===== src/sv/bfe_pkg.sv =====
package bfe_pkg;

  typedef enum logic {
    CMD_START = 1'b0,
    CMD_DATA  = 1'b1
  } cmd_e;

  typedef enum logic [1:0] {
    ST_OK       = 2'd0,
    ST_LEN_ERR  = 2'd1,
    ST_NO_FRAME = 2'd2
  } status_e;

  typedef enum logic [1:0] {
    JOB_LEN_ERR  = 2'd0,
    JOB_NO_FRAME = 2'd1,
    JOB_HEADER   = 2'd2,
    JOB_DATA     = 2'd3
  } job_kind_e;

  localparam logic [7:0] SYNC_ONE = 8'hB5;
  localparam logic [7:0] SYNC_TWO = 8'h62;
  localparam logic [7:0] BYTE_MASK = 8'hFF;

  localparam int unsigned QUEUE_DEPTH = 4;

  localparam logic [2:0] STEP_SYNC_ONE = 3'd0;
  localparam logic [2:0] STEP_SYNC_TWO = 3'd1;
  localparam logic [2:0] STEP_CLASS    = 3'd2;
  localparam logic [2:0] STEP_ID       = 3'd3;
  localparam logic [2:0] STEP_LEN_LO   = 3'd4;
  localparam logic [2:0] STEP_LEN_HI   = 3'd5;
  localparam logic [2:0] STEP_HDR_CK_A = 3'd6;
  localparam logic [2:0] STEP_HDR_CK_B = 3'd7;
  localparam logic [2:0] STEP_DATA     = 3'd0;
  localparam logic [2:0] STEP_DAT_CK_A = 3'd1;
  localparam logic [2:0] STEP_DAT_CK_B = 3'd2;

  typedef struct packed {
    job_kind_e  kind;
    logic       with_ck;
    logic [7:0] msg_class;
    logic [7:0] msg_id;
    logic [7:0] len_lo;
    logic [7:0] len_hi;
    logic [7:0] data;
    logic [7:0] ck_a;
    logic [7:0] ck_b;
  } job_t;

  // Sums are packed as {sum_b, sum_a}.
  function automatic logic [15:0] fl_add(logic [15:0] sums, logic [7:0] b);
    logic [7:0] a_n;
    logic [7:0] b_n;
    a_n = (sums[7:0] + b) & BYTE_MASK;
    b_n = (sums[15:8] + a_n) & BYTE_MASK;
    return {b_n, a_n};
  endfunction

endpackage


===== src/sv/bfe_if.sv =====
interface bfe_in_if;
  logic        valid;
  logic        ready;
  logic        command;
  logic [7:0]  msg_class;
  logic [7:0]  msg_id;
  logic [15:0] payload_length;
  logic [7:0]  data_byte;

  modport source (output valid, command, msg_class, msg_id, payload_length, data_byte,
                  input ready);
  modport sink (input valid, command, msg_class, msg_id, payload_length, data_byte,
                output ready);
endinterface

interface bfe_out_if;
  logic       valid;
  logic       ready;
  logic [7:0] frame_byte;
  logic       frame_end;
  logic       run_last;
  logic [1:0] status;

  modport source (output valid, frame_byte, frame_end, run_last, status, input ready);
  modport sink (input valid, frame_byte, frame_end, run_last, status, output ready);
endinterface


===== src/sv/bfe_front.sv =====
module bfe_front import bfe_pkg::*; #(
  parameter int unsigned MaxPayload = 512
) (
  input  logic        clk_i,
  input  logic        rst_ni,
  bfe_in_if.sink      in_i,
  input  logic        full_i,
  output logic        push_o,
  output job_t        job_o
);

  localparam logic [15:0] MaxLen = 16'(MaxPayload);

  logic        open_q, open_d;
  logic [15:0] left_q, left_d;
  logic [15:0] sums_q, sums_d;
  logic [15:0] hdr_s1, hdr_s2, hdr_s3, hdr_s4;
  logic [15:0] dat_s;
  logic        accept;

  assign in_i.ready = !full_i;
  assign accept     = in_i.valid && !full_i;
  assign push_o     = accept;

  always_comb begin
    hdr_s1 = fl_add(16'h0000, in_i.msg_class);
    hdr_s2 = fl_add(hdr_s1, in_i.msg_id);
    hdr_s3 = fl_add(hdr_s2, in_i.payload_length[7:0]);
    hdr_s4 = fl_add(hdr_s3, in_i.payload_length[15:8]);
    dat_s  = fl_add(sums_q, in_i.data_byte);
  end

  always_comb begin
    open_d            = open_q;
    left_d            = left_q;
    sums_d            = sums_q;
    job_o.kind        = JOB_NO_FRAME;
    job_o.with_ck     = 1'b0;
    job_o.msg_class   = in_i.msg_class;
    job_o.msg_id      = in_i.msg_id;
    job_o.len_lo      = in_i.payload_length[7:0];
    job_o.len_hi      = in_i.payload_length[15:8];
    job_o.data        = in_i.data_byte;
    job_o.ck_a        = hdr_s4[7:0];
    job_o.ck_b        = hdr_s4[15:8];
    if (in_i.command == CMD_START) begin
      if (in_i.payload_length > MaxLen) begin
        job_o.kind = JOB_LEN_ERR;
        open_d     = 1'b0;
        left_d     = '0;
        sums_d     = '0;
      end else begin
        job_o.kind    = JOB_HEADER;
        job_o.with_ck = (in_i.payload_length == 16'd0);
        if (in_i.payload_length == 16'd0) begin
          open_d = 1'b0;
          left_d = '0;
          sums_d = '0;
        end else begin
          open_d = 1'b1;
          left_d = in_i.payload_length;
          sums_d = hdr_s4;
        end
      end
    end else if (open_q) begin
      job_o.kind = JOB_DATA;
      job_o.ck_a = dat_s[7:0];
      job_o.ck_b = dat_s[15:8];
      if (left_q == 16'd1) begin
        job_o.with_ck = 1'b1;
        open_d        = 1'b0;
        left_d        = '0;
        sums_d        = '0;
      end else begin
        left_d = left_q - 16'd1;
        sums_d = dat_s;
      end
    end
  end

  always_ff @(posedge clk_i or negedge rst_ni) begin
    if (!rst_ni) begin
      open_q <= 1'b0;
      left_q <= '0;
      sums_q <= '0;
    end else if (accept) begin
      open_q <= open_d;
      left_q <= left_d;
      sums_q <= sums_d;
    end
  end

endmodule


===== src/sv/bfe_queue.sv =====
module bfe_queue import bfe_pkg::*; (
  input  logic clk_i,
  input  logic rst_ni,
  input  logic push_i,
  input  job_t job_i,
  output logic full_o,
  output logic valid_o,
  input  logic pop_i,
  output job_t job_o
);

  localparam int unsigned PtrW = (QUEUE_DEPTH > 1) ? $clog2(QUEUE_DEPTH) : 1;
  localparam int unsigned CntW = $clog2(QUEUE_DEPTH + 1);
  localparam logic [PtrW-1:0] PtrLast = PtrW'(QUEUE_DEPTH - 1);
  localparam logic [CntW-1:0] CntFull = CntW'(QUEUE_DEPTH);

  job_t            slots_q [QUEUE_DEPTH];
  logic [PtrW-1:0] wr_q, wr_d;
  logic [PtrW-1:0] rd_q, rd_d;
  logic [CntW-1:0] cnt_q, cnt_d;
  logic            do_push, do_pop;

  assign full_o  = (cnt_q == CntFull);
  assign valid_o = (cnt_q != '0);
  assign job_o   = slots_q[rd_q];
  assign do_push = push_i && !full_o;
  assign do_pop  = pop_i && valid_o;

  always_comb begin
    wr_d  = wr_q;
    rd_d  = rd_q;
    cnt_d = cnt_q;
    if (do_push) begin
      wr_d = (wr_q == PtrLast) ? '0 : wr_q + 1'b1;
    end
    if (do_pop) begin
      rd_d = (rd_q == PtrLast) ? '0 : rd_q + 1'b1;
    end
    case ({do_push, do_pop})
      2'b10:   cnt_d = cnt_q + 1'b1;
      2'b01:   cnt_d = cnt_q - 1'b1;
      default: cnt_d = cnt_q;
    endcase
  end

  always_ff @(posedge clk_i or negedge rst_ni) begin
    if (!rst_ni) begin
      wr_q  <= '0;
      rd_q  <= '0;
      cnt_q <= '0;
    end else begin
      wr_q  <= wr_d;
      rd_q  <= rd_d;
      cnt_q <= cnt_d;
    end
  end

  always_ff @(posedge clk_i) begin
    if (do_push) begin
      slots_q[wr_q] <= job_i;
    end
  end

endmodule


===== src/sv/bfe_back.sv =====
module bfe_back import bfe_pkg::*; (
  input  logic      clk_i,
  input  logic      rst_ni,
  input  logic      job_valid_i,
  input  job_t      job_i,
  output logic      pop_o,
  bfe_out_if.source out_o
);

  logic       valid_q, valid_d;
  logic [2:0] step_q, step_d;
  logic [2:0] step_end;
  logic       advance;
  logic [7:0] res_byte;
  logic       res_end;
  logic       res_last;
  status_e    res_status;
  logic [7:0] byte_q;
  logic       end_q;
  logic       last_q;
  status_e    status_q;

  assign advance = !valid_q || out_o.ready;

  always_comb begin
    res_byte   = 8'h00;
    res_end    = 1'b0;
    res_status = ST_OK;
    step_end   = 3'd0;
    case (job_i.kind)
      JOB_LEN_ERR: begin
        res_status = ST_LEN_ERR;
      end
      JOB_NO_FRAME: begin
        res_status = ST_NO_FRAME;
      end
      JOB_HEADER: begin
        step_end = job_i.with_ck ? STEP_HDR_CK_B : STEP_LEN_HI;
        case (step_q)
          STEP_SYNC_ONE: res_byte = SYNC_ONE;
          STEP_SYNC_TWO: res_byte = SYNC_TWO;
          STEP_CLASS:    res_byte = job_i.msg_class;
          STEP_ID:       res_byte = job_i.msg_id;
          STEP_LEN_LO:   res_byte = job_i.len_lo;
          STEP_LEN_HI:   res_byte = job_i.len_hi;
          STEP_HDR_CK_A: res_byte = job_i.ck_a;
          STEP_HDR_CK_B: begin
            res_byte = job_i.ck_b;
            res_end  = 1'b1;
          end
          default:       res_byte = 8'h00;
        endcase
      end
      JOB_DATA: begin
        step_end = job_i.with_ck ? STEP_DAT_CK_B : STEP_DATA;
        case (step_q)
          STEP_DATA:     res_byte = job_i.data;
          STEP_DAT_CK_A: res_byte = job_i.ck_a;
          STEP_DAT_CK_B: begin
            res_byte = job_i.ck_b;
            res_end  = 1'b1;
          end
          default:       res_byte = 8'h00;
        endcase
      end
      default: res_status = ST_OK;
    endcase
    res_last = (step_q == step_end);
  end

  always_comb begin
    valid_d = valid_q;
    step_d  = step_q;
    pop_o   = 1'b0;
    if (advance) begin
      valid_d = job_valid_i;
      if (job_valid_i) begin
        if (res_last) begin
          pop_o  = 1'b1;
          step_d = 3'd0;
        end else begin
          step_d = step_q + 3'd1;
        end
      end
    end
  end

  always_ff @(posedge clk_i or negedge rst_ni) begin
    if (!rst_ni) begin
      valid_q <= 1'b0;
      step_q  <= '0;
    end else begin
      valid_q <= valid_d;
      step_q  <= step_d;
    end
  end

  always_ff @(posedge clk_i) begin
    if (advance && job_valid_i) begin
      byte_q   <= res_byte;
      end_q    <= res_end;
      last_q   <= res_last;
      status_q <= res_status;
    end
  end

  assign out_o.valid      = valid_q;
  assign out_o.frame_byte = byte_q;
  assign out_o.frame_end  = end_q;
  assign out_o.run_last   = last_q;
  assign out_o.status     = status_q;

endmodule


===== src/sv/binary_frame_encoder_fletcher8_top.sv =====
// Channel   Direction  Handshake        Payload
// in_i      sink       valid / ready    command, msg_class, msg_id, payload_length, data_byte
// out_o     source     valid / ready    frame_byte, frame_end, run_last, status
//
// An item is taken in every cycle while the job queue (four entries) has room.
// Results leave the output register one per cycle unless out_o stalls: a start item
// gives 6 or 8 of them, a payload item 1 or 3, an error 1, so the output register sets
// the sustained rate. Reset clears the frame state, the queue and the output valid at once.
// A stall on the output fills the queue; the input stalls only once the queue is full.
module binary_frame_encoder_fletcher8_top import bfe_pkg::*; #(
  parameter int unsigned MaxPayload = 512
) (
  input  logic      clk_i,
  input  logic      rst_ni,
  bfe_in_if.sink    in_i,
  bfe_out_if.source out_o
);

  logic push;
  logic full;
  logic job_valid;
  logic pop;
  job_t push_job;
  job_t head_job;

  bfe_front #(
    .MaxPayload(MaxPayload)
  ) u_front (
    .clk_i (clk_i),
    .rst_ni(rst_ni),
    .in_i  (in_i),
    .full_i(full),
    .push_o(push),
    .job_o (push_job)
  );

  bfe_queue u_queue (
    .clk_i  (clk_i),
    .rst_ni (rst_ni),
    .push_i (push),
    .job_i  (push_job),
    .full_o (full),
    .valid_o(job_valid),
    .pop_i  (pop),
    .job_o  (head_job)
  );

  bfe_back u_back (
    .clk_i      (clk_i),
    .rst_ni     (rst_ni),
    .job_valid_i(job_valid),
    .job_i      (head_job),
    .pop_o      (pop),
    .out_o      (out_o)
  );

endmodule


===== src/flat_wrapper.sv =====
// flat-port wrapper written by rule: the top's interface ports become plain ports
module binary_frame_encoder_fletcher8_top_flat import bfe_pkg::*;
#(
  parameter int unsigned MaxPayload = 512
)
  (clk_i, rst_ni, in_i_valid, in_i_command, in_i_msg_class, in_i_msg_id, in_i_payload_length, in_i_data_byte, in_i_ready, out_o_valid, out_o_frame_byte, out_o_frame_end, out_o_run_last, out_o_status, out_o_ready);
  bfe_in_if in_i_i ();
  bfe_out_if out_o_i ();
  input  logic clk_i;
  input  logic rst_ni;
  input wire logic [$bits(in_i_i.valid)-1:0] in_i_valid;
  input wire logic [$bits(in_i_i.command)-1:0] in_i_command;
  input wire logic [$bits(in_i_i.msg_class)-1:0] in_i_msg_class;
  input wire logic [$bits(in_i_i.msg_id)-1:0] in_i_msg_id;
  input wire logic [$bits(in_i_i.payload_length)-1:0] in_i_payload_length;
  input wire logic [$bits(in_i_i.data_byte)-1:0] in_i_data_byte;
  output wire logic [$bits(in_i_i.ready)-1:0] in_i_ready;
  output wire logic [$bits(out_o_i.valid)-1:0] out_o_valid;
  output wire logic [$bits(out_o_i.frame_byte)-1:0] out_o_frame_byte;
  output wire logic [$bits(out_o_i.frame_end)-1:0] out_o_frame_end;
  output wire logic [$bits(out_o_i.run_last)-1:0] out_o_run_last;
  output wire logic [$bits(out_o_i.status)-1:0] out_o_status;
  input wire logic [$bits(out_o_i.ready)-1:0] out_o_ready;
  assign in_i_i.valid = in_i_valid;
  assign in_i_i.command = in_i_command;
  assign in_i_i.msg_class = in_i_msg_class;
  assign in_i_i.msg_id = in_i_msg_id;
  assign in_i_i.payload_length = in_i_payload_length;
  assign in_i_i.data_byte = in_i_data_byte;
  assign in_i_ready = in_i_i.ready;
  assign out_o_valid = out_o_i.valid;
  assign out_o_frame_byte = out_o_i.frame_byte;
  assign out_o_frame_end = out_o_i.frame_end;
  assign out_o_run_last = out_o_i.run_last;
  assign out_o_status = out_o_i.status;
  assign out_o_i.ready = out_o_ready;
  binary_frame_encoder_fletcher8_top #(.MaxPayload(MaxPayload)) u_core (.clk_i(clk_i), .rst_ni(rst_ni), .in_i(in_i_i), .out_o(out_o_i));
endmodule

===== config.mk =====
export PLATFORM = sky130hd
export DESIGN_NAME = binary_frame_encoder_fletcher8_top_flat
export DESIGN_NICKNAME = d
export VERILOG_FILES = /design/src/sv/bfe_pkg.sv /design/src/sv/bfe_if.sv /design/src/sv/bfe_front.sv /design/src/sv/bfe_queue.sv /design/src/sv/bfe_back.sv /design/src/sv/binary_frame_encoder_fletcher8_top.sv /design/src/flat_wrapper.sv
export SDC_FILE = /design/constraint.sdc
export NUM_CORES = 1
export LEC_CHECK = 0
export BUFFER_PORTS_ARGS = -buffer_cell sky130_fd_sc_hd__buf_2
export CORE_MARGIN = 10
export CORE_UTILIZATION = 35
export DETAILED_ROUTE_END_ITERATION = 8
export PLACE_DENSITY = 0.59
export SETUP_SLACK_MARGIN = 0.5
export SLEW_MARGIN = 0
export SYNTH_ARGS = -nofsm -noshare
export SYNTH_HDL_FRONTEND = slang
export SYNTH_SLANG_ARGS = --single-unit
export TNS_END_PERCENT = 10

===== constraint.sdc =====
create_clock -name clk_i -period 3.7 [get_ports clk_i]
set_clock_uncertainty 0.1 [all_clocks]
set_input_delay 0.74 -clock clk_i [delete_from_list [all_inputs] [get_ports clk_i]]
set_output_delay 0.74 -clock clk_i [all_outputs]
set_load 0.01 [all_outputs]

==> reports/qor.csv <==
stage,metric,value,unit
clocking,TritonCTS Buffers,31,
floorplanning,die width,221,µm
timing,fmax,214,MHz
power,switching share of power,0.366,
detailed_routing,DR vias/cell,5.21,
hold_path,Worst Hold Class,in -> async,
timing,Final Hold Fails,0,
floorplanning,number of core rows,73,
layout,Area growth syn-to-layout,23.7,%
place,Final GP Congestion,0.871,
detailed_routing,residual DRC count,0,
layout,layout cell share with drive strength beyond 1,0.312,
timing,Setup Viol. Count Final,34,
layout,Util after Layout,0.439,
grt,GRT busiest layer,met2,
power,Pwr Density,1090,mW/mm²
synthesis,number of synthesized flops with an enable pin,248,
worst_setup_path,CP Launch Type,input port,
power,Max VDD drop,0.809,mV
layout,Final nets,1301,
power,Psw,6.97,mW
worst_setup_path,slowest library cell on the worst path,fa_1,
timing,Final min period,4.68,ns
synthesis,Most used DFF post-synth,edfxtp_1,
grt,GRT overflow,0,
synthesis,synth unique cells,68,
timing,RSZ-0062 raised after global routing,true,
floorplanning,Die Area,0.0488,mm²
place,port bufs,58,
outcome,status,"finished, violations left",
power,power consumption,19.1,mW
clocking,CTS tree,built,
grt,met1 Track Usage GR,0.209,
clocking,H-tree Lvls,1,
clocking,"Reg clk slew, reported paths",0.06,ns
power,Comb power frac,0.537,
place,post-place setup slack,-1.67,ns
clocking,CTS Sinks,292,
detailed_routing,ANT nets after route,0,
floorplanning,Chip Height,221,µm
grt,global-route total usage across every layer,0.147,
detailed_routing,WL final,37.0,mm
outcome,failing checks,setup timing,
layout,area occupied by multi-input gates,0.00549,mm²
layout,Reg area,0.00855,mm²
power,Reg power frac,0.288,
floorplanning,core box area,0.0398,mm²
power,clock power share,0.175,
grt,M3 GR Usage,0.0233,
floorplanning,I/O pin total,59,
grt,number of global-route vias before repair,9150,
detailed_routing,total iterations of the first detailed-routing run,4,
layout,n_diodes,0,
place,HPWL Detailed,26.6,mm
power,P_leak,6.64,nW
worst_setup_path,biggest cell delay along the critical path,0.50,ns
worst_setup_path,arrival time worst endpoint,4.85,ns
grt,GR Util met2,0.226,
timing,period utilization,1.27,
timing,setup slack after layout,-0.981,ns
clocking,Root Buffer,clkbuf_16,
synthesis,Syn Area/Cell,14.3,µm²
timing,Pins Over Slew Limit,0,
clocking,Clock Tree Buf Depth,3,
synthesis,syn nets,1107,
grt,largest net degree at the start of global routing,60,
timing,Worst Tran Pin Value,0.867,ns
detailed_routing,Starting DRT DRC Count,661,
worst_setup_path,critical path class,in -> reg,
synthesis,Cells after Synth,987,
synthesis,"Seq/Total Area, Yosys",0.605,
grt,initial antenna violation count,0,
worst_setup_path,maximum fanout along the worst path,4,
clocking,worst-skew pair later-pin latency,0.58,ns
synthesis,async set-reset flop share out of synthesis,0.151,
timing,Max-Slew Margin vs Limit,0.422,
synthesis,register bit count reported by yosys,292,
floorplanning,Starting Density,0.355,
detailed_routing,Vias,9027,
layout,FILL cells,3630,
synthesis,Ys Warns,0,
worst_setup_path,"Cell Chain, Critical Path",buf_8 -> ha_4 -> fa_2 -> a21o_1 -> a21oi_2 -> buf_4 -> xnor2_4 -> ha_4 -> inv_2 -> o21bai_1 -> a21oi_2 -> xnor2_2 -> ha_1 -> inv_2 -> a2111o_1 -> o211a_4 -> fa_1 -> inv_2 -> ha_4 -> a21oi_2 -> xnor2_1 -> xnor2_1 -> mux2i_1,
worst_setup_path,Setup crit end kind,flop,
synthesis,mapped cell area,0.0141,mm²
power,internal power,12.1,mW
detailed_routing,WL/cell,21.4,µm
worst_setup_path,worst path required time,3.87,ns
job,Max-Cap Viols,0,
grt,first-pass GRT wire length,56.1,mm
kinds of logic after synthesis:
| group | share of synthesized area |
|---|---|
| DFF | 0.605 |
| AOI/OAI and AO/OA | 0.101 |
| and+or+nand+nor | 0.0593 |
| buffers and inverters | 0.0299 |
| muxes | 0.100 |
| adders and majority gates | 0.0765 |
| xor gates and xnor gates | 0.0283 |
Yosys cell counts (5+ instances only):
library cell | n | area, µm²
a21o_1 | 13 | 97.6
a21oi_1 | 54 | 270
a22oi_1 | 17 | 128
a31oi_1 | 10 | 62.6
a32oi_1 | 10 | 87.6
and2_1 | 5 | 31.3
buf_2 | 8 | 40.0
clkbuf_1 | 21 | 78.8
dfrtp_1 | 44 | 1100
edfxtp_1 | 248 | 7450
fa_1 | 19 | 380
ha_1 | 56 | 701
inv_1 | 56 | 210
mux2_2 | 6 | 67.6
mux2i_1 | 20 | 200
mux4_2 | 47 | 1060
nand2_1 | 70 | 263
nand2b_1 | 6 | 37.5
nand3_1 | 15 | 75.1
nor2_1 | 27 | 101
nor2b_1 | 13 | 81.3
nor3_1 | 15 | 75.1
o21a_1 | 8 | 60.1
o21ai_0 | 25 | 125
o21ai_1 | 43 | 215
o21bai_1 | 6 | 45.0
o22ai_1 | 7 | 43.8
xnor2_1 | 26 | 228
xor2_1 | 17 | 149
metrics by stage:
step,cell area [µm²],instances,TNS (ns),hold slack [ns]
6_report,17500,1731,-20.42,0.188
3_5_place_dp,16000,1658,-56.24,0.370
4_1_cts,17400,1726,-19.98,0.180
2_1_floorplan,14200,987,-26.86,0.344
3_3_place_gp,16000,1658,-53.17,0.369
5_1_grt,17500,1731,-25.14,0.211
routing by layer:
layer	share of wire	vias up	routed length [µm]
met2	0.45	255	16700
li1	-	4168	-
met4	0.029	0	1080
met3	0.055	58	2030
met1	0.46	4546	17100
met5	0	-	0
path summary, 6_finish.rpt:
check / startpoint / end / slack (ns) / cells after the start
max in group asynchronous: rst_ni / u_core.u_queue.wr_q[1] / 2.57 / 2
min reg2reg: u_core.u_front.left_q[14] / u_core.u_front.left_q[14] / 0.37 / 1
max reg2reg: u_core.u_front.sums_q[0] / u_core.u_queue.slots_q[0][7] / 0.15 / 14
min in group clk_i: in_i_msg_id[7] / u_core.u_queue.slots_q[3][47] / 0.31 / 1
min: rst_ni / u_core.u_front.left_q[9] / 0.19 / 1
max: in_i_msg_id[0] / u_core.u_queue.slots_q[0][7] / -0.98 / 23
state kept, by name, indices dropped and copies added (netlist names):
register,flops
u_core.u_back.out_o.frame_byte,8
u_core.u_back.out_o.frame_end,1
u_core.u_back.out_o.run_last,1
u_core.u_back.out_o.status,2
u_core.u_back.out_o.valid,1
u_core.u_back.step_q,3
u_core.u_front.left_q,16
u_core.u_front.open_q,1
u_core.u_front.sums_q,16
u_core.u_queue.cnt_q,3
u_core.u_queue.rd_q,2
u_core.u_queue.slots_q,236
u_core.u_queue.wr_q,2
critical path, delay by kind of cell:
kind | cells | cell delay [ns]
AOI/OAI and AO/OA | 7 | 1.16
xor gates and xnor gates | 4 | 0.55
buffers and inverters | 5 | 0.40
muxes | 1 | 0.14
adders and majority gates | 6 | 1.86
layout by cell type (no fill, tap or decap), drive strengths merged, types with 17 or more instances in the layout:
master and instances:
edfxtp 248, buf 199, nand2 71, o21ai 68
inv 62, ha 56, a21oi 54, mux4 48
dfrtp 44, clkbuf 40, nor2 27, xnor2 26
mux2i 20, fa 19, a22oi 17, xor2 17
power groups by stage:
stage	clock, mW	combinational [mW]	sequential, mW
6_report	3.33	10.2	5.49
5_1_grt	3.52	11.1	5.59
4_1_cts	3.38	10.2	5.50
3_5_place_dp	0	9.06	5.56
3_3_place_gp	0	8.95	5.53
2_1_floorplan	0	5.30	5.50
cell type report:
class                           count  share of cell area
Inverter                           60              0.0129
Sequential cell                   292               0.489
Tap cell                          525              0.0376
Clock inverter                     18              0.0142
Clock buffer                       40              0.0503
Multi-Input combinational cell    597               0.314
Timing Repair Buffer              199              0.0818
what timing repair did:
item	4_1_cts	5_1_grt
gates resized for setup	46	7
setup endpoints to repair	57	57
endpoints found under the hold margin	0	0
pin swaps	42	16
hold buffers	0	0
setup buffers	10	5
(Power assumes the default switching activity.)
